$ cat src/rtl/cscc_pkg.sv
`timescale 1ns / 1ps
`default_nettype none
package cscc_pkg;
	localparam int MaxBoxes = 16;
	localparam int BoxIdxW = $clog2(MaxBoxes);
	localparam int BoxCntW = $clog2(MaxBoxes + 1);
	localparam int NumChan = 3;
	localparam int NumRegs = 6;
	localparam int RegIdxW = 3;
	localparam int BoxW = 48;
	localparam int NumW = 25;
	localparam int DenW = 17;
	localparam logic [7:0] LevelMax = 8'd255;

	typedef enum logic [RegIdxW-1:0] {
		REG_RED_LOW = 3'd0,
		REG_RED_HIGH = 3'd1,
		REG_GREEN_LOW = 3'd2,
		REG_GREEN_HIGH = 3'd3,
		REG_BLUE_LOW = 3'd4,
		REG_BLUE_HIGH = 3'd5
	} reg_idx_t;

	typedef struct packed {
		logic start;
		logic busy;
		logic done;
	} lane_ctl_t;
endpackage
`default_nettype wire

$ cat src/rtl/cscc_ram.sv
`timescale 1ns / 1ps
`default_nettype none
module cscc_ram #(
	parameter int Width = 8,
	parameter int Depth = 16
) (
	input  wire                     clk,
	input  wire                     we,
	input  wire [$clog2(Depth)-1:0] waddr,
	input  wire [Width-1:0]         wdata,
	input  wire [$clog2(Depth)-1:0] raddr,
	output logic [Width-1:0]        rdata
);
	logic [Width-1:0] mem [Depth];

	// write port and registered read
	always_ff @(posedge clk) begin
		if (we) begin
			mem[waddr] <= wdata;
		end
		rdata <= mem[raddr];
	end
endmodule
`default_nettype wire

$ cat src/rtl/cscc_lane.sv
`timescale 1ns / 1ps
`default_nettype none
// One channel: restoring signed division of (x-lo)*255 by (hi-lo), saturated.
module cscc_lane import cscc_pkg::*; (
	input  wire        clk,
	input  wire        arst_n,
	input  wire        start,
	input  wire [15:0] pulse,
	input  wire [15:0] cal_low,
	input  wire [15:0] cal_high,
	output lane_ctl_t  ctl,
	output logic [7:0] level
);
	logic [NumW-1:0] quo_q;
	logic [DenW-1:0] rem_q;
	logic [DenW-1:0] den_q;
	logic            neg_q;
	logic            zero_q;
	logic [4:0]      cnt_q;
	logic            busy_q;
	logic            done_q;
	logic [7:0]      level_q;

	logic signed [16:0]     diff;
	logic signed [16:0]     dsig;
	logic signed [NumW-1:0] num;
	logic [NumW-1:0]        num_mag;
	logic [DenW-1:0]        den_mag;
	logic [DenW:0]          trial;
	logic [DenW-1:0]        rem_sh;

	always_comb begin
		diff = $signed({1'b0, pulse}) - $signed({1'b0, cal_low});
		dsig = $signed({1'b0, cal_high}) - $signed({1'b0, cal_low});
		num = $signed(NumW'(diff)) * $signed(NumW'(LevelMax));
		num_mag = num[NumW-1] ? NumW'(-num) : num;
		den_mag = dsig[16] ? DenW'(-dsig) : DenW'(dsig);
		rem_sh = {rem_q[DenW-2:0], quo_q[NumW-1]};
		trial = {1'b0, rem_sh} - {1'b0, den_q};
	end

	// iterate one quotient bit a cycle
	always_ff @(posedge clk or negedge arst_n) begin
		if (!arst_n) begin
			busy_q <= 1'b0;
			done_q <= 1'b0;
			cnt_q <= '0;
		end else begin
			done_q <= 1'b0;
			if (start && !busy_q) begin
				busy_q <= 1'b1;
				cnt_q <= 5'(NumW - 1);
			end else if (busy_q) begin
				if (cnt_q == '0) begin
					busy_q <= 1'b0;
					done_q <= 1'b1;
				end
				cnt_q <= cnt_q - 5'd1;
			end
		end
	end

	always_ff @(posedge clk) begin
		if (start && !busy_q) begin
			quo_q <= num_mag;
			rem_q <= '0;
			den_q <= den_mag;
			neg_q <= num[NumW-1] ^ dsig[16];
			zero_q <= (dsig == 17'sd0);
		end else if (busy_q) begin
			if (!trial[DenW]) begin
				rem_q <= trial[DenW-1:0];
				quo_q <= {quo_q[NumW-2:0], 1'b1};
			end else begin
				rem_q <= rem_sh;
				quo_q <= {quo_q[NumW-2:0], 1'b0};
			end
		end
	end

	// saturate: negative quotient or zero divisor gives 0, above LevelMax gives LevelMax
	always_comb begin
		if (zero_q || neg_q) begin
			level_q = 8'd0;
		end else if (quo_q > NumW'(LevelMax)) begin
			level_q = LevelMax;
		end else begin
			level_q = quo_q[7:0];
		end
	end

	assign level = level_q;
	assign ctl = '{start: start, busy: busy_q, done: done_q};
endmodule
`default_nettype wire

$ cat src/rtl/color_sensor_calibrate_classify.sv
`timescale 1ns / 1ps
`default_nettype none
// Append: start passes through an append state that raises the result strobe.
// Classify: three division lanes develop 25-bit quotients, then a scan of box_count
// table entries, each through a read state and a compare state, stops at the first hit.
// One item at a time; busy is high meanwhile and drops with the strobe.
// Reset clears box count and restores calibration defaults; table contents
// stay undefined and are never read beyond the count. Receiver cannot stall.
module color_sensor_calibrate_classify import cscc_pkg::*; (
	input  wire         clk,
	input  wire         arst_n,
	input  wire         start,
	output logic        busy,
	input  wire         cfg_we,
	input  wire [2:0]   cfg_index,
	input  wire [15:0]  cfg_data,
	input  wire         mode,
	input  wire [15:0]  red_pulse,
	input  wire [15:0]  green_pulse,
	input  wire [15:0]  blue_pulse,
	input  wire [7:0]   red_low,
	input  wire [7:0]   red_high,
	input  wire [7:0]   green_low,
	input  wire [7:0]   green_high,
	input  wire [7:0]   blue_low,
	input  wire [7:0]   blue_high,
	output logic        strobe,
	output logic        found,
	output logic [3:0]  match_index,
	output logic [7:0]  red_level,
	output logic [7:0]  green_level,
	output logic [7:0]  blue_level,
	output logic        table_full
);
	typedef enum logic [4:0] {
		ST_IDLE = 5'b00001,
		ST_DIV  = 5'b00010,
		ST_RD   = 5'b00100,
		ST_CMP  = 5'b01000,
		ST_APP  = 5'b10000
	} state_t;

	state_t state_q;
	logic [15:0] cal_q [NumRegs];
	logic [BoxCntW-1:0] count_q;
	logic [BoxCntW-1:0] scan_q;
	logic [7:0] lvl_q [NumChan];
	logic full_q;
	logic accept;
	logic div_start;
	lane_ctl_t ctl [NumChan];
	logic [7:0] lvl [NumChan];
	logic [15:0] pulse [NumChan];
	logic [BoxW-1:0] rdata;
	logic we;
	logic hit;

	assign accept = start && (state_q == ST_IDLE);
	assign div_start = accept && mode;
	assign pulse[0] = red_pulse;
	assign pulse[1] = green_pulse;
	assign pulse[2] = blue_pulse;
	assign we = accept && !mode && (count_q < BoxCntW'(MaxBoxes));

	// calibration registers
	always_ff @(posedge clk or negedge arst_n) begin
		if (!arst_n) begin
			for (int i = 0; i < NumRegs; i++) begin
				cal_q[i] <= i[0] ? 16'hffff : 16'h0000;
			end
		end else if (cfg_we && cfg_index <= REG_BLUE_HIGH) begin
			cal_q[cfg_index] <= cfg_data;
		end
	end

	// one division lane per channel
	for (genvar c = 0; c < NumChan; c++) begin : g_lane
		cscc_lane u_lane (
			.clk(clk), .arst_n(arst_n), .start(div_start), .pulse(pulse[c]),
			.cal_low(cal_q[2*c]), .cal_high(cal_q[2*c+1]),
			.ctl(ctl[c]), .level(lvl[c])
		);
	end

	cscc_ram #(.Width(BoxW), .Depth(MaxBoxes)) u_ram (
		.clk(clk), .we(we), .waddr(count_q[BoxIdxW-1:0]),
		.wdata({red_low, red_high, green_low, green_high, blue_low, blue_high}),
		.raddr(scan_q[BoxIdxW-1:0]), .rdata(rdata)
	);

	// merge: box containment over all channels
	assign hit = (lvl_q[0] >= rdata[47:40]) && (lvl_q[0] <= rdata[39:32]) &&
		(lvl_q[1] >= rdata[31:24]) && (lvl_q[1] <= rdata[23:16]) &&
		(lvl_q[2] >= rdata[15:8]) && (lvl_q[2] <= rdata[7:0]);

	always_ff @(posedge clk or negedge arst_n) begin
		if (!arst_n) begin
			state_q <= ST_IDLE;
			count_q <= '0;
			scan_q <= '0;
			strobe <= 1'b0;
			full_q <= 1'b0;
			found <= 1'b0;
			match_index <= '0;
			red_level <= '0;
			green_level <= '0;
			blue_level <= '0;
			table_full <= 1'b0;
			for (int c = 0; c < NumChan; c++) begin
				lvl_q[c] <= '0;
			end
		end else begin
			strobe <= 1'b0;
			unique case (state_q)
				ST_IDLE: begin
					if (accept) begin
						state_q <= mode ? ST_DIV : ST_APP;
						full_q <= !mode && !we;
						if (we) begin
							count_q <= count_q + BoxCntW'(1);
						end
					end
				end
				ST_APP: begin
					strobe <= 1'b1;
					found <= 1'b0;
					match_index <= '0;
					red_level <= '0;
					green_level <= '0;
					blue_level <= '0;
					table_full <= full_q;
					state_q <= ST_IDLE;
				end
				ST_DIV: begin
					if (ctl[0].done) begin
						for (int c = 0; c < NumChan; c++) begin
							lvl_q[c] <= lvl[c];
						end
						scan_q <= '0;
						state_q <= ST_RD;
					end
				end
				ST_RD: begin
					if (scan_q >= count_q) begin
						strobe <= 1'b1;
						found <= 1'b0;
						match_index <= '0;
						red_level <= lvl_q[0];
						green_level <= lvl_q[1];
						blue_level <= lvl_q[2];
						table_full <= 1'b0;
						state_q <= ST_IDLE;
					end else begin
						state_q <= ST_CMP;
					end
				end
				ST_CMP: begin
					if (hit) begin
						strobe <= 1'b1;
						found <= 1'b1;
						match_index <= 4'(scan_q);
						red_level <= lvl_q[0];
						green_level <= lvl_q[1];
						blue_level <= lvl_q[2];
						table_full <= 1'b0;
						state_q <= ST_IDLE;
					end else begin
						scan_q <= scan_q + BoxCntW'(1);
						state_q <= ST_RD;
					end
				end
				default: state_q <= ST_IDLE;
			endcase
		end
	end

	assign busy = (state_q != ST_IDLE);

`ifndef ASSERT_OFF
	a_count: assert property (@(posedge clk) disable iff (!arst_n)
		count_q <= BoxCntW'(MaxBoxes)) else $error("box count overflow");
	a_lanes: assert property (@(posedge clk) disable iff (!arst_n)
		ctl[0].done == ctl[1].done && ctl[0].done == ctl[2].done)
		else $error("lanes out of step");
	a_str: assert property (@(posedge clk) disable iff (!arst_n)
		strobe |-> state_q == ST_IDLE) else $error("strobe while busy");
	a_scan: assert property (@(posedge clk) disable iff (!arst_n)
		state_q == ST_CMP |-> scan_q < count_q) else $error("scan past count");
	a_div: assert property (@(posedge clk) disable iff (!arst_n)
		ctl[0].busy |-> state_q == ST_DIV) else $error("lane busy outside divide");
`endif
endmodule
`default_nettype wire

$ cat config.mk
export PLATFORM = sky130hd
export DESIGN_NAME = color_sensor_calibrate_classify
export DESIGN_NICKNAME = d
export VERILOG_FILES = /design/src/rtl/cscc_pkg.sv /design/src/rtl/cscc_ram.sv /design/src/rtl/cscc_lane.sv /design/src/rtl/color_sensor_calibrate_classify.sv
export SDC_FILE = /design/constraint.sdc
export NUM_CORES = 2
export LEC_CHECK = 0
export ABC_AREA = 1
export ABC_CLOCK_PERIOD_IN_PS = 5850
export BUFFER_PORTS_ARGS = -buffer_cell sky130_fd_sc_hd__buf_2
export CAP_MARGIN = 25
export CORE_MARGIN = 4
export CORE_UTILIZATION = 25
export DETAILED_ROUTE_END_ITERATION = 6
export HOLD_SLACK_MARGIN = 0.12
export PLACE_DENSITY_LB_ADDON = 0.1
export SYNTH_ARGS = -nofsm -noshare
export SYNTH_HDL_FRONTEND = slang
export SYNTH_SLANG_ARGS = --single-unit
$ cat constraint.sdc
create_clock -name clk -period 5.85 [get_ports clk]
set_input_delay 1.755 -clock clk [delete_from_list [all_inputs] [get_ports clk]]
set_output_delay 1.755 -clock clk [all_outputs]
set_load 0.005 [all_outputs]
==> reports/results.ini <==
[timing]
slew_viol_final = 0
finalSetupViolCount = 75
max_freq_mhz = 151.0
slew_headroom = 0.3564
fin_ws_ns = -0.7704
finalHoldViolations = 0
timing.hold.ws_ns = 0.4736
skew_ns = 0.09583
fin_crit_ns = 6.620
tightest_slew_ns = 0.9644
finalCritPeriodShare = 1.132
rsz0062_at_grt = true

[final_layout]
syn_to_final_growth_pct = 30.71
layout_commonest_cell = nand2_1
post-route-util = 0.3283
final_cell_mix = nand2_1, inv_1, edfxtp_1, buf_4, nor2_1
n_fill_cell = 28260
layout-drive-gt1-share = 0.2593
nets = 9050
final_area_um2 = 89820

[global_route]
grt_max_degree = 158
grt.total_usage = 0.1549
grt_pass1_wl_um = 342100
grt_antenna_before_repair = 37
gr-total-overflow = 0
grt_pass1_vias = 55690

[synth]
ys.flop_type = edfxtp_1
synth_edf_count = 900
ys.warnings.count = 0
synth_area_um2 = 68720
synthArstFlopShare = 0.1574
syn_nets = 8086
syn_avg_cell_area_um2 = 9.262
ys_ff_latch = 1182
synth_cell_type_count = 60
synth-seq-area-share = 0.4899
syn-instance-count = 7419

[cts]
hold_buffers = 0
cts_buffers = 151
clk_latency_ns = 0.83
cts.root.buffer_cell = clkbuf_16
cts_max_level = 4
clk_pin_slew_ns = 0.06
cts_num_sinks = 1182
cts_tree = done
cts_max_path_buffers = 4

[die]
die-area_um2 = 283300
core_area_um2 = 273600
die_x_um = 532.3
core.rowCount = 192
die_y_um = 532.3
start_util = 0.2511
io_pins = 152

[worst_hold_path]
hold_path.class = register to register
min_path_cells = 2
min_from = g_lane[2].u_lane.rem_q[15]$_SDFFE_PP0P_
hold_path_end = g_lane[2].u_lane.rem_q[15]$_SDFFE_PP0P_

[outcome]
status = finished with violations
failed_checks = setup timing

[placed_design]
gp_congestion = 0.8246
io_buffer_count = 151
dpl.hpwl_um = 151400
detailed_place.area_um2 = 80650
dpl_worst_slack_ns = -1.942

[worst_setup_path]
cp_max_fo = 5
worstPathBufferInverterCount = 11
required_ns = 6.35
endpoint_kind = register
startpoint_type = input pin
rr_endpoint = g_lane[0].u_lane.quo_q[5]$_DFFE_PP_
cp_common_cell = nand2_2
r2r_cells = 35
reg2reg_slack_ns = -0.26
r2r_start = cal_q[80]$_DFFE_PN0P_
critPathMaxStageDelay_ns = 0.49
critical-path-top-delay-family = adder cells
slowest_stage = fa_1
critPathArrivalTime_ns = 7.12
crit_type = input pin to register

[drt]
drt_iter0_drc = 2822
dr.pass1.iters = 7
ant_nets = 0
num_vias = 53920
avgViaCountPerCell = 4.459
drc = 0
wl_per_cell_um = 18.50
wirelength_um = 223800

[run]
drv_cap = 0

-- cell usage after synthesis, types with 7 or more instances --
cell type  count  area [um2]
nor2_1       727        2729
dfrtp_1      137        3428
o21ai_0      516        2582
ha_1         334        4179
a21boi_0       8       60.06
fa_1         213        4264
clkbuf_1     186       698.2
o31ai_1       14       105.1
xor2_1       159        1393
inv_1       1061        3983
nand2_2       18       112.6
buf_1         16       60.06
nor4_1        17       106.4
buf_2         19       95.09
nand4_1       82       513.0
o22ai_1        7       43.79
inv_2         14       52.55
nand2_1     1605        6025
mux2i_1       81       810.8
and3_1         9       56.30
a31o_2         7       61.31
o32ai_1      111       972.2
o211ai_1      26       195.2
dfstp_2       49        1287
xnor2_1       54       473.0
o21bai_1      22       165.2
a21o_1        19       142.6
dfxtp_1       96        1922
edfxtp_1     900       27030
a21oi_1      277        1386
o221ai_1      86       753.2
or2_2         12       75.07
nor3_1        58       290.3
nand3b_1      27       202.7
nand3_1      388        1942
-- cell type report --
class	count	area (um2)	share of cell area
Antenna cell	7	17.52	0.0001950
Clock buffer	220	4212	0.04689
Clock inverter	46	493.0	0.005488
Inverter	1076	4134	0.04602
Multi-Input combinational cell	4933	34600	0.3852
Sequential cell	1182	33670	0.3749
Tap cell	3589	4491	0.05000
Timing Repair Buffer	1038	8190	0.09119
Timing Repair inverter	1	11.26	0.0001254
-- kinds of logic (layout without fill, tap and decap cells) --
family	Yosys count	in the layout	share of synthesized area
and+or+nand+nor	2965	2969	0.1783
buffers and inverters	1308	2381	0.07272
DFF	1182	1182	0.4899
AOI/OAI and AO/OA	1123	1123	0.09730
adders and majority gates	547	547	0.1229
xor gates and xnor gates	213	213	0.02715
muxes	81	81	0.01180
other	0	7	0
-- per-layer routing --
layer  global-route usage  vias to the layer above  wire length [um]
met1               0.2078                    26170            104300
met4              0.03130                       14              4247
met5                    0                        -                87
met3              0.01948                      281              7054
met2               0.2674                      697            108100
li1                     -                    26760                 -
-- tightest hold or removal path: stages, from the launching register on --
cell and delay (ns):
dfxtp_1 0.31, nand2_1 0.06, a21oi_1 0.06
-- flip-flops by register name, summed over array words and instances (netlist names), 4 cells and up --
name	count
green_level	8
cal_q	96
count_q	5
g_lane.u_lane.quo_q	75
state_q	5
red_level	8
scan_q	5
match_index	4
u_ram.mem	768
u_ram.rdata	48
g_lane.u_lane.rem_q	48
lvl_q	24
g_lane.u_lane.den_q	51
g_lane.u_lane.cnt_q	15
blue_level	8
-- how the worst max path moves through the flow --
| stage | cells after the start | endpoint | startpoint | slack, ns |
|---|---|---|---|---|
| after floorplan | 36 | g_lane[0].u_lane.quo_q[16]$_DFFE_PP_ | red_pulse[0] | -1.20 |
| after global placement | 36 | g_lane[1].u_lane.quo_q[21]$_DFFE_PP_ | green_pulse[0] | -1.90 |
| after detailed placement | 36 | g_lane[1].u_lane.quo_q[21]$_DFFE_PP_ | green_pulse[0] | -1.94 |
| after CTS | 35 | g_lane[1].u_lane.quo_q[1]$_DFFE_PP_ | green_pulse[0] | -0.73 |
| after global routing | 35 | g_lane[1].u_lane.quo_q[23]$_DFFE_PP_ | green_pulse[0] | -1.00 |
| final | 38 | g_lane[1].u_lane.quo_q[12]$_DFFE_PP_ | green_pulse[1] | -0.77 |
-- per-stage QoR --
stage | instances | setup TNS (ns)
floorplan | 7419 | -82.02
global placement | 11670 | -129.41
detailed placement | 11670 | -130.72
CTS | 12050 | -46.95
global route | 12090 | -68.98
finish | 12090 | -51.43
-- what timing repair did --
| action | in CTS | in global routing |
|---|---|---|
| resized for setup | 547 | 276 |
| pin swaps | 372 | 223 |
| setup buffers | 98 | 37 |
| cloned | 9 | 3 |
| hold endpoints to repair | 0 | 0 |
| setup endpoints to repair | 75 | 75 |
Power is not shown: default switching activity piles up to over one toggle a cycle in this logic, so the estimate is an artifact.
